<file path="src/rtl/mst_sched_pkg.sv">
// ----------------------------------------------------------------------------
// Timer scheduler package
// Shared constants, command and status codes, and the slot entry type.
// ----------------------------------------------------------------------------
package mst_sched_pkg;

   localparam int NUM_TIMERS_DEF = 16;
   localparam int MAX_RESULTS    = 16;
   localparam int FIRE_CNT_W     = $clog2(MAX_RESULTS + 1);

   localparam logic [2:0] CMD_ADD        = 3'd0;
   localparam logic [2:0] CMD_CANCEL     = 3'd1;
   localparam logic [2:0] CMD_CANCEL_TAG = 3'd2;
   localparam logic [2:0] CMD_CANCEL_ALL = 3'd3;
   localparam logic [2:0] CMD_UPDATE     = 3'd4;
   localparam logic [2:0] CMD_TICK       = 3'd5;

   localparam logic [1:0] ST_OK         = 2'd0;
   localparam logic [1:0] ST_FULL       = 2'd1;
   localparam logic [1:0] ST_BAD_PERIOD = 2'd2;
   localparam logic [1:0] ST_BAD_SLOT   = 2'd3;

   localparam logic KIND_REPLY  = 1'b0;
   localparam logic KIND_EXPIRY = 1'b1;

   typedef struct packed {
      logic [63:0] tag;
      logic [31:0] period;
      logic [63:0] deadline;
   } slot_entry_type;

endpackage

</file>
<file path="src/rtl/multi_slot_timer_scheduler.sv">
// ----------------------------------------------------------------------------
// Multi-slot timer scheduler
// A table of timer slots held in one synchronous memory, with valid bits in
// flip-flops. Every command is one scan over the table followed by delivery.
// ----------------------------------------------------------------------------
//  Channel   Direction  Handshake             Beat
//  req_      in         req_valid/req_stall   one command
//  rsp_      out        rsp_valid/rsp_stall   one reply or expiry
//  csr_      in         csr_wr_en             min_period write
//
// Each command is a scan over every slot followed by a decision. A tick that
// fires then walks the fired slots, reading each back through the single read
// port of the slot memory for its expiry beat and passing over the rest. Reset
// is synchronous and clears the valid bits, the control state and the output
// valid, and sets min_period to 1; the slot memory is not cleared. A stalled
// result holds in the output register; the next command is taken while it waits.
module multi_slot_timer_scheduler #(
   parameter int NUM_TIMERS = mst_sched_pkg::NUM_TIMERS_DEF
) (
   input  logic        clock,
   input  logic        reset,
   input  logic        req_valid,
   output logic        req_stall,
   input  logic [2:0]  req_cmd,
   input  logic [63:0] req_now,
   input  logic [31:0] req_start_delay,
   input  logic [31:0] req_period,
   input  logic [63:0] req_tag,
   input  logic [3:0]  req_timer_id,
   output logic        rsp_valid,
   input  logic        rsp_stall,
   output logic        rsp_kind,
   output logic [1:0]  rsp_status,
   output logic [3:0]  rsp_slot_index,
   output logic [63:0] rsp_owner_tag,
   output logic [63:0] rsp_fire_time,
   output logic [4:0]  rsp_active_count,
   output logic [63:0] rsp_next_due,
   output logic        rsp_last,
   input  logic        csr_wr_en,
   input  logic [31:0] csr_wr_data
);

   localparam int IDX_W = (NUM_TIMERS > 1) ? $clog2(NUM_TIMERS) : 1;
   localparam int CNT_W = $clog2(NUM_TIMERS + 1);
   localparam int FC_W  = mst_sched_pkg::FIRE_CNT_W;

   localparam logic [1:0] S_IDLE  = 2'd0;
   localparam logic [1:0] S_SCAN  = 2'd1;
   localparam logic [1:0] S_FIND  = 2'd2;
   localparam logic [1:0] S_LOAD  = 2'd3;

   logic [1:0]  state_ff, state_in;
   logic [31:0] min_period_ff;

   logic [2:0]  cmd_ff;
   logic [63:0] now_ff, tag_ff;
   logic [31:0] delay_ff, period_ff;
   logic [3:0]  id_ff;
   logic        period_ok_ff;

   logic [NUM_TIMERS-1:0] valid_ff, valid_in;
   logic [NUM_TIMERS-1:0] fired_ff, fired_in;
   logic [CNT_W-1:0]      cnt_ff, cnt_in;
   logic [CNT_W-1:0]      count_ff, count_in;
   logic [63:0]           min_ff, min_in;
   logic [FC_W-1:0]       fire_cnt_ff, fire_cnt_in;
   logic [FC_W-1:0]       emitted_ff, emitted_in;
   logic                  found_ff, found_in;
   logic [IDX_W-1:0]      slot_ff, slot_in;
   logic [1:0]            status_ff, status_in;
   logic [IDX_W-1:0]      ptr_ff, ptr_in;

   mst_sched_pkg::slot_entry_type mem [NUM_TIMERS];
   mst_sched_pkg::slot_entry_type rd_ff, wr_data;
   logic             rd_en, wr_en;
   logic [IDX_W-1:0] rd_addr, wr_addr;

   logic        rsp_valid_ff, rsp_valid_in;
   logic        kind_ff, kind_in, last_ff, last_in;
   logic [1:0]  rstat_ff, rstat_in;
   logic [3:0]  rslot_ff, rslot_in;
   logic [63:0] rtag_ff, rtag_in, rtime_ff, rtime_in, rdue_ff, rdue_in;
   logic [4:0]  ract_ff, ract_in;

   logic             accept, out_free, load;
   logic             proc;
   logic [IDX_W-1:0] pidx;
   logic             pv, nv, match_id, tag_eq, expired;
   logic [63:0]      nd;
   logic             req_period_ok;

   assign accept        = req_valid && (state_ff == S_IDLE);
   assign req_stall     = (state_ff != S_IDLE);
   assign out_free      = !rsp_valid_ff || !rsp_stall;
   assign req_period_ok = (req_period == 32'd0) || (req_period >= min_period_ff);

   assign proc     = (state_ff == S_SCAN) && (cnt_ff != '0);
   assign pidx     = IDX_W'(cnt_ff - CNT_W'(1));
   assign pv       = valid_ff[pidx];
   assign tag_eq   = (rd_ff.tag == tag_ff);
   assign match_id = ((IDX_W + 4)'(pidx) == (IDX_W + 4)'(id_ff));
   assign expired  = (now_ff >= rd_ff.deadline);

   always_comb begin
      state_in    = state_ff;
      valid_in    = valid_ff;
      fired_in    = fired_ff;
      cnt_in      = cnt_ff;
      count_in    = count_ff;
      min_in      = min_ff;
      fire_cnt_in = fire_cnt_ff;
      emitted_in  = emitted_ff;
      found_in    = found_ff;
      slot_in     = slot_ff;
      status_in   = status_ff;
      ptr_in      = ptr_ff;
      rd_en       = 1'b0;
      rd_addr     = '0;
      wr_en       = 1'b0;
      wr_addr     = pidx;
      wr_data     = rd_ff;
      nv          = pv;
      nd          = rd_ff.deadline;
      load        = 1'b0;
      kind_in     = mst_sched_pkg::KIND_REPLY;
      rstat_in    = mst_sched_pkg::ST_OK;
      rslot_in    = 4'd0;
      rtag_in     = 64'd0;
      rtime_in    = 64'd0;
      last_in     = 1'b1;

      unique case (state_ff)
         S_IDLE: begin
            if (accept) begin
               state_in    = S_SCAN;
               fired_in    = '0;
               cnt_in      = '0;
               count_in    = '0;
               min_in      = '1;
               fire_cnt_in = '0;
               emitted_in  = '0;
               found_in    = 1'b0;
               slot_in     = '0;
               ptr_in      = '0;
               status_in   = mst_sched_pkg::ST_OK;
               if (req_cmd == mst_sched_pkg::CMD_ADD && !req_period_ok) begin
                  status_in = mst_sched_pkg::ST_BAD_PERIOD;
               end else if ((req_cmd == mst_sched_pkg::CMD_CANCEL ||
                             req_cmd == mst_sched_pkg::CMD_UPDATE) &&
                            (32'(req_timer_id) >= 32'(NUM_TIMERS))) begin
                  status_in = mst_sched_pkg::ST_BAD_SLOT;
               end
            end
         end
         S_SCAN: begin
            if (cnt_ff < CNT_W'(NUM_TIMERS)) begin
               rd_en   = 1'b1;
               rd_addr = IDX_W'(cnt_ff);
               cnt_in  = cnt_ff + CNT_W'(1);
            end else begin
               state_in = S_FIND;
            end
            if (proc) begin
               unique case (cmd_ff)
                  mst_sched_pkg::CMD_ADD: begin
                     if (period_ok_ff && !found_ff && !pv) begin
                        nv       = 1'b1;
                        nd       = now_ff + 64'(delay_ff);
                        wr_en    = 1'b1;
                        wr_data  = '{tag: tag_ff, period: period_ff, deadline: nd};
                        found_in = 1'b1;
                        slot_in  = pidx;
                     end
                  end
                  mst_sched_pkg::CMD_CANCEL: begin
                     if (match_id && pv && tag_eq) nv = 1'b0;
                  end
                  mst_sched_pkg::CMD_UPDATE: begin
                     if (match_id && pv && tag_eq) begin
                        if (period_ok_ff) begin
                           nd      = now_ff + 64'(period_ff);
                           wr_en   = 1'b1;
                           wr_data = '{tag: tag_ff, period: period_ff, deadline: nd};
                        end else begin
                           status_in = mst_sched_pkg::ST_BAD_PERIOD;
                        end
                     end
                  end
                  mst_sched_pkg::CMD_CANCEL_TAG: begin
                     if (tag_eq) nv = 1'b0;
                  end
                  mst_sched_pkg::CMD_CANCEL_ALL: begin
                     nv = 1'b0;
                  end
                  mst_sched_pkg::CMD_TICK: begin
                     if (pv && expired &&
                         (fire_cnt_ff < FC_W'(mst_sched_pkg::MAX_RESULTS))) begin
                        fired_in[pidx] = 1'b1;
                        fire_cnt_in    = fire_cnt_ff + FC_W'(1);
                        nd             = now_ff + 64'(rd_ff.period);
                        nv             = (rd_ff.period != 32'd0);
                        wr_en          = 1'b1;
                        wr_data.deadline = nd;
                     end
                  end
                  default: begin
                  end
               endcase
               valid_in[pidx] = nv;
               if (nv) begin
                  count_in = count_ff + CNT_W'(1);
                  if (nd < min_ff) min_in = nd;
               end
            end
         end
         S_FIND: begin
            if (fire_cnt_ff == '0) begin
               rstat_in = status_ff;
               if (cmd_ff == mst_sched_pkg::CMD_ADD && status_ff == mst_sched_pkg::ST_OK)
               begin
                  if (found_ff) rslot_in = 4'(slot_ff);
                  else          rstat_in = mst_sched_pkg::ST_FULL;
               end
               if (out_free) begin
                  load     = 1'b1;
                  state_in = S_IDLE;
               end
            end else if (fired_ff[ptr_ff]) begin
               rd_en    = 1'b1;
               rd_addr  = ptr_ff;
               state_in = S_LOAD;
            end else begin
               ptr_in = ptr_ff + IDX_W'(1);
            end
         end
         S_LOAD: begin
            kind_in  = mst_sched_pkg::KIND_EXPIRY;
            rslot_in = 4'(ptr_ff);
            rtag_in  = rd_ff.tag;
            rtime_in = now_ff;
            last_in  = (emitted_ff + FC_W'(1) == fire_cnt_ff);
            if (out_free) begin
               load       = 1'b1;
               emitted_in = emitted_ff + FC_W'(1);
               ptr_in     = ptr_ff + IDX_W'(1);
               state_in   = last_in ? S_IDLE : S_FIND;
            end
         end
         default: begin
            state_in = S_IDLE;
         end
      endcase

      rsp_valid_in = load ? 1'b1 : (rsp_valid_ff && rsp_stall);
      ract_in      = 5'(count_ff);
      rdue_in      = min_ff;
   end

   // Scan writes go to the entry read in the previous cycle, never the one being read.
   always_ff @(posedge clock) begin
      if (wr_en) mem[wr_addr] <= wr_data;
      if (rd_en) rd_ff <= mem[rd_addr];
   end

   always_ff @(posedge clock) begin
      if (reset) begin
         state_ff      <= S_IDLE;
         valid_ff      <= '0;
         rsp_valid_ff  <= 1'b0;
         min_period_ff <= 32'd1;
      end else begin
         state_ff     <= state_in;
         valid_ff     <= valid_in;
         rsp_valid_ff <= rsp_valid_in;
         if (csr_wr_en) min_period_ff <= csr_wr_data;
      end
   end

   always_ff @(posedge clock) begin
      fired_ff    <= fired_in;
      cnt_ff      <= cnt_in;
      count_ff    <= count_in;
      min_ff      <= min_in;
      fire_cnt_ff <= fire_cnt_in;
      emitted_ff  <= emitted_in;
      found_ff    <= found_in;
      slot_ff     <= slot_in;
      status_ff   <= status_in;
      ptr_ff      <= ptr_in;
      if (accept) begin
         cmd_ff       <= req_cmd;
         now_ff       <= req_now;
         tag_ff       <= req_tag;
         delay_ff     <= req_start_delay;
         period_ff    <= req_period;
         id_ff        <= req_timer_id;
         period_ok_ff <= req_period_ok;
      end
      if (load) begin
         kind_ff  <= kind_in;
         rstat_ff <= rstat_in;
         rslot_ff <= rslot_in;
         rtag_ff  <= rtag_in;
         rtime_ff <= rtime_in;
         ract_ff  <= ract_in;
         rdue_ff  <= rdue_in;
         last_ff  <= last_in;
      end
   end

   assign rsp_valid        = rsp_valid_ff;
   assign rsp_kind         = kind_ff;
   assign rsp_status       = rstat_ff;
   assign rsp_slot_index   = rslot_ff;
   assign rsp_owner_tag    = rtag_ff;
   assign rsp_fire_time    = rtime_ff;
   assign rsp_active_count = ract_ff;
   assign rsp_next_due     = rdue_ff;
   assign rsp_last         = last_ff;

endmodule

</file>
<file path="config.mk">
export PLATFORM = sky130hd
export DESIGN_NAME = multi_slot_timer_scheduler
export DESIGN_NICKNAME = d
export VERILOG_FILES = /design/src/rtl/mst_sched_pkg.sv /design/src/rtl/multi_slot_timer_scheduler.sv
export SDC_FILE = /design/constraint.sdc
export NUM_CORES = 2
export LEC_CHECK = 0
export ABC_AREA = 1
export BUFFER_PORTS_ARGS = -buffer_cell sky130_fd_sc_hd__buf_2
export CAP_MARGIN = 10
export CORE_UTILIZATION = 35
export DETAILED_ROUTE_END_ITERATION = 16
export PLACE_DENSITY = 0.46
export SYNTH_ARGS = -nofsm -noshare
export SYNTH_HDL_FRONTEND = slang
export SYNTH_SLANG_ARGS = --single-unit
export TNS_END_PERCENT = 20
</file>
<file path="constraint.sdc">
create_clock -name clock -period 25.7 [get_ports clock]
set_input_delay 1.285 -clock clock [delete_from_list [all_inputs] [get_ports clock]]
set_output_delay 1.285 -clock clock [all_outputs]
set_load 0.02 [all_outputs]
</file>
==> impl_metrics.env <==
export IMPL_clock_tree_htree_level_count=5
export IMPL_setup_repair_after_global_routing_missed_its_margin="no"
export IMPL_ff_latch_area_um2=98200
export IMPL_clock_tree_from_tritoncts="built"
export IMPL_placement_rows=233
export IMPL_detail_route_first_pass_iterations=6
export IMPL_post_synth_most_frequent_cells="3,235 x sky130_fd_sc_hd__edfxtp_1, 1,983 x sky130_fd_sc_hd__nor2_1, 1,035 x sky130_fd_sc_hd__nand2_1"
export IMPL_crit_reg2reg_capture="mem[11][137]"
export IMPL_met3WireLength_um=26000
export IMPL_hold_buffers_post_cts=0
export IMPL_slew_viol_final=0
export IMPL_run_status="finished clean"
export IMPL_max_vdd_ir_drop_mv=0.0759
export IMPL_dpl_hpwl_um=306000
export IMPL_wire_length_of_the_first_global_routing_pass_um=709000
export IMPL_critical_path_slowest_cell="sky130_fd_sc_hd__nor2_4"
export IMPL_cp_depth=19
export IMPL_post_cts_resized=0
export IMPL_route_top_layer_used="met5"
export IMPL_cts_sink_count=3286
export IMPL_floorplan_die_area_um2=409000
export IMPL_post_synth_num_cell_types=68
export IMPL_totalWireLength_um=504000
export IMPL_initial_utilization_pct=35.2
export IMPL_setup_worst_path_end_class="flip-flop"
export IMPL_synth_seq_cells=3286
export IMPL_setup_worst_path_class="flip-flop to flip-flop"
export IMPL_worst_path_buf_inv=8
export IMPL_syn_to_final_growth_pct=14.4
export IMPL_worst_slew_pin_transition_ps=1260
export IMPL_setup_slack_after_layout_ps=17300
export IMPL_synth_flop_cell="sky130_fd_sc_hd__edfxtp_1"
export IMPL_maximum_clock_frequency_mhz=119
export IMPL_timing_rr_start="cnt_ff[0]"
export IMPL_fp_coreArea_um2=403000
export IMPL_met2WireLength_um=235000
export IMPL_fin_crit_period_ps=8400
export IMPL_syn_area_um2=142000
export IMPL_reg2reg_slack_ps=17300
export IMPL_power_static_leakage_nw=55.3
export IMPL_max_slew_margin_rel_pct=15.7
export IMPL_post_dp_cell_area_um2=151000
export IMPL_dp_worst_setup_slack_ps=17290
export IMPL_ant_nets=0
export IMPL_number_of_antenna_violations_at_the_first_check_in_global_routing=24
export IMPL_via_count_of_the_first_global_routing_pass=93846
export IMPL_floorplan_die_width_um=639
export IMPL_final_std_cells_w_o_fill=17761
export IMPL_reg2reg_depth=19
export IMPL_die_height_um=639
export IMPL_wl_per_instance_um=28.4
export IMPL_critPathLaunch="cnt_ff[0]"
export IMPL_cp_start_kind="flip-flop"
export IMPL_synth_warnings=0
export IMPL_post_cts_buffers=0
export IMPL_detail_route_iter0_violations=9315
export IMPL_finalCritPeriodShare_pct=32.7
export IMPL_worstPathRequired_ps=26280
export IMPL_pwr_density_cell_nw_per_um2=99.8
export IMPL_syn_num_nets=12155
export IMPL_cts_buffers_inserted=368
export IMPL_hold_worst_slack_ps=453
export IMPL_worst_hold_path_type="flip-flop to flip-flop"
export IMPL_vias_per_cell=5.48
export IMPL_nFillCells=38269
export IMPL_grt_start_max_net_pins=201
export IMPL_gp_routability_congestion=0.941
export IMPL_worst_setup_path_endpoint="mem[11][137]"
export IMPL_fin_setup_tns_ps=0
export IMPL_path_common_cell="sky130_fd_sc_hd__buf_4"
export IMPL_pin_count=443
export IMPL_hold_violations=0
export IMPL_critPathArrivalTime_ps=8970
export IMPL_number_of_buffers_on_the_longest_clock_path=4
export IMPL_layout_drive_gt1_share_pct=10.8
export IMPL_clkTransAtPathRegs_ps=60
export IMPL_synth_largest_area_cell="sky130_fd_sc_hd__edfxtp_1"
export IMPL_io_buffer_count=442
export IMPL_syn_instance_count=11646
export IMPL_number_of_enable_type_register_cells_in_the_synthesized_netlist=3235
export IMPL_synth_most_common_cell="sky130_fd_sc_hd__edfxtp_1"
export IMPL_largest_cells_by_area_after_synthesis="sky130_fd_sc_hd__edfxtp_1 68%, sky130_fd_sc_hd__nor2_1 5.2%, sky130_fd_sc_hd__nand2_1 2.7%"
export IMPL_post_synth_cell_area_avg_um2=12.2
export IMPL_global_router_s_overall_resource_usage_pct=23.9
export IMPL_synthDominantCellAreaShare_pct=68.4
export IMPL_cp_slowest_stage_delay_ps=840
export IMPL_clock_root_buffer="sky130_fd_sc_hd__clkbuf_16"
export IMPL_timing_critical_path_fanout_max=44
export IMPL_grt_remaining_overflow=0
export IMPL_p_total_mw=16.2
export IMPL_synth_seq_area_share_pct=69.1
export IMPL_via_count=97357
export IMPL_place_detailed_instances=17073
export IMPL_nNetsFinal=12551
export IMPL_finClkSkew_ps=78.7
export IMPL_max_cap_violations=0
export IMPL_area_of_the_multi_input_gates_um2=38300
export IMPL_ordered_cell_list_for_the_critical_path="inv_1, ha_1, inv_1, nor2_1, o21ai_0, nand3_1, nand3_1, and2_1, nand2_2, buf_4, nor2_2, clkinv_1, nand2_1, o21ai_4, buf_4, nor2_4, buf_4, buf_4, buf_4"
export IMPL_share_of_synthesized_registers_carrying_an_async_set_or_reset_pct=0
export IMPL_cpLargestDelayFamily="buffers and inverters"
export IMPL_fin_util_pct=40.3
export IMPL_clkLatencyLatePin_ps=980
export IMPL_report_final_setup_viol=0
export IMPL_drcViolationCount=0
export IMPL_final_area_um2=163000
export IMPL_met1Wirelength_um=225000
[power breakdown]
| part | internal (mW) | switching, mW | total (mW) | leakage (nW) |
|---|---|---|---|---|
| sequential | 6.72 | 0.341 | 7.06 | 29.6 |
| clock | 3.01 | 2.22 | 5.23 | 5.78 |
| combinational | 0.977 | 2.96 | 3.93 | 19.9 |
[area by class of cell]
cell class                      instances  area share [%]
Clock buffer                          450            5.93
Timing Repair Buffer                  695            2.71
Antenna cell                            9          0.0139
Sequential cell                      3286            60.4
Multi-Input combinational cell       6868            23.6
Tap cell                             5405            4.16
Clock inverter                        225            1.34
Inverter                              823            1.92
[worst min-delay path by stage]
| stage | startpoint | endpoint | slack, ps | cells after the start |
|---|---|---|---|---|
| detailed placement | min_ff[47] | rsp_next_due[47] | 440 | 0 |
| floorplan | min_ff[10] | rsp_next_due[10] | 430 | 0 |
| global route | req_tag[50] | tag_ff[50] | 450 | 1 |
| CTS | req_tag[60] | tag_ff[60] | 400 | 1 |
| finish | min_ff[46] | rsp_next_due[46] | 450 | 0 |
| global placement | min_ff[48] | rsp_next_due[48] | 450 | 0 |
[sequential cells by signal, summed over array words and instances (netlist names), 16 cells and up]
register and count:
valid_ff 16, delay_ff 32, mem 2560, min_period_ff 32, rd_ff 160, rsp_owner_tag 64, now_ff 64, rsp_fire_time 64
period_ff 32, tag_ff 64, min_ff 64, fired_ff 16, rsp_next_due 64
[cells by family after synthesis]
family	share of synthesized area (%)
multiplexers	0.257
XOR/XNOR	0.770
buffers and inverters	4.17
flip-flops	69.1
AO/OA/AOI/OAI	12.8
AND/OR/NAND/NOR	10.5
adder cells (fa/ha/maj)	2.42
[layout by cell type (no fill, tap or decap), types with 28 or more instances in the layout]
| cell type | count |
|---|---|
| sky130_fd_sc_hd__a21oi_1 | 509 |
| sky130_fd_sc_hd__a22oi_1 | 61 |
| sky130_fd_sc_hd__buf_2 | 442 |
| sky130_fd_sc_hd__buf_4 | 229 |
| sky130_fd_sc_hd__bufinv_16 | 33 |
| sky130_fd_sc_hd__clkbuf_1 | 74 |
| sky130_fd_sc_hd__clkbuf_16 | 373 |
| sky130_fd_sc_hd__clkinv_1 | 85 |
| sky130_fd_sc_hd__clkinv_2 | 68 |
| sky130_fd_sc_hd__dfxtp_1 | 51 |
| sky130_fd_sc_hd__edfxtp_1 | 3235 |
| sky130_fd_sc_hd__ha_1 | 268 |
| sky130_fd_sc_hd__inv_1 | 801 |
| sky130_fd_sc_hd__mux2i_1 | 32 |
| sky130_fd_sc_hd__nand2_1 | 1031 |
| sky130_fd_sc_hd__nand3_1 | 205 |
| sky130_fd_sc_hd__nand4_1 | 54 |
| sky130_fd_sc_hd__nor2_1 | 1962 |
| sky130_fd_sc_hd__nor3_1 | 28 |
| sky130_fd_sc_hd__o211ai_1 | 473 |
| sky130_fd_sc_hd__o21ai_0 | 632 |
| sky130_fd_sc_hd__o21ai_1 | 260 |
| sky130_fd_sc_hd__o22ai_1 | 97 |
| sky130_fd_sc_hd__o311ai_0 | 91 |
| sky130_fd_sc_hd__o311ai_1 | 297 |
| sky130_fd_sc_hd__o32ai_1 | 201 |
| sky130_fd_sc_hd__or2_0 | 155 |
| sky130_fd_sc_hd__or2_1 | 107 |
| sky130_fd_sc_hd__xnor2_1 | 71 |
| sky130_fd_sc_hd__xor2_1 | 54 |
[worst register-to-register path: stages (launching register included)]
cell	delay, ps
sky130_fd_sc_hd__edfxtp_1	630
sky130_fd_sc_hd__inv_1	350
sky130_fd_sc_hd__ha_1	470
sky130_fd_sc_hd__inv_1	170
sky130_fd_sc_hd__nor2_1	60
sky130_fd_sc_hd__o21ai_0	80
sky130_fd_sc_hd__nand3_1	90
sky130_fd_sc_hd__nand3_1	110
sky130_fd_sc_hd__and2_1	250
sky130_fd_sc_hd__nand2_2	60
sky130_fd_sc_hd__buf_4	330
sky130_fd_sc_hd__nor2_2	360
sky130_fd_sc_hd__clkinv_1	800
sky130_fd_sc_hd__nand2_1	450
sky130_fd_sc_hd__o21ai_4	100
sky130_fd_sc_hd__buf_4	280
sky130_fd_sc_hd__nor2_4	850
sky130_fd_sc_hd__buf_4	840
sky130_fd_sc_hd__buf_4	850
sky130_fd_sc_hd__buf_4	830
[per-layer routing]
layer / up-vias / GRT usage [%]
li1: 43614 / -
met1: 49681 / 33.2
met3: 766 / 2.71
met2: 3284 / 39.1
met5: - / 0
met4: 12 / 7.96
(Power assumes the default switching activity.)
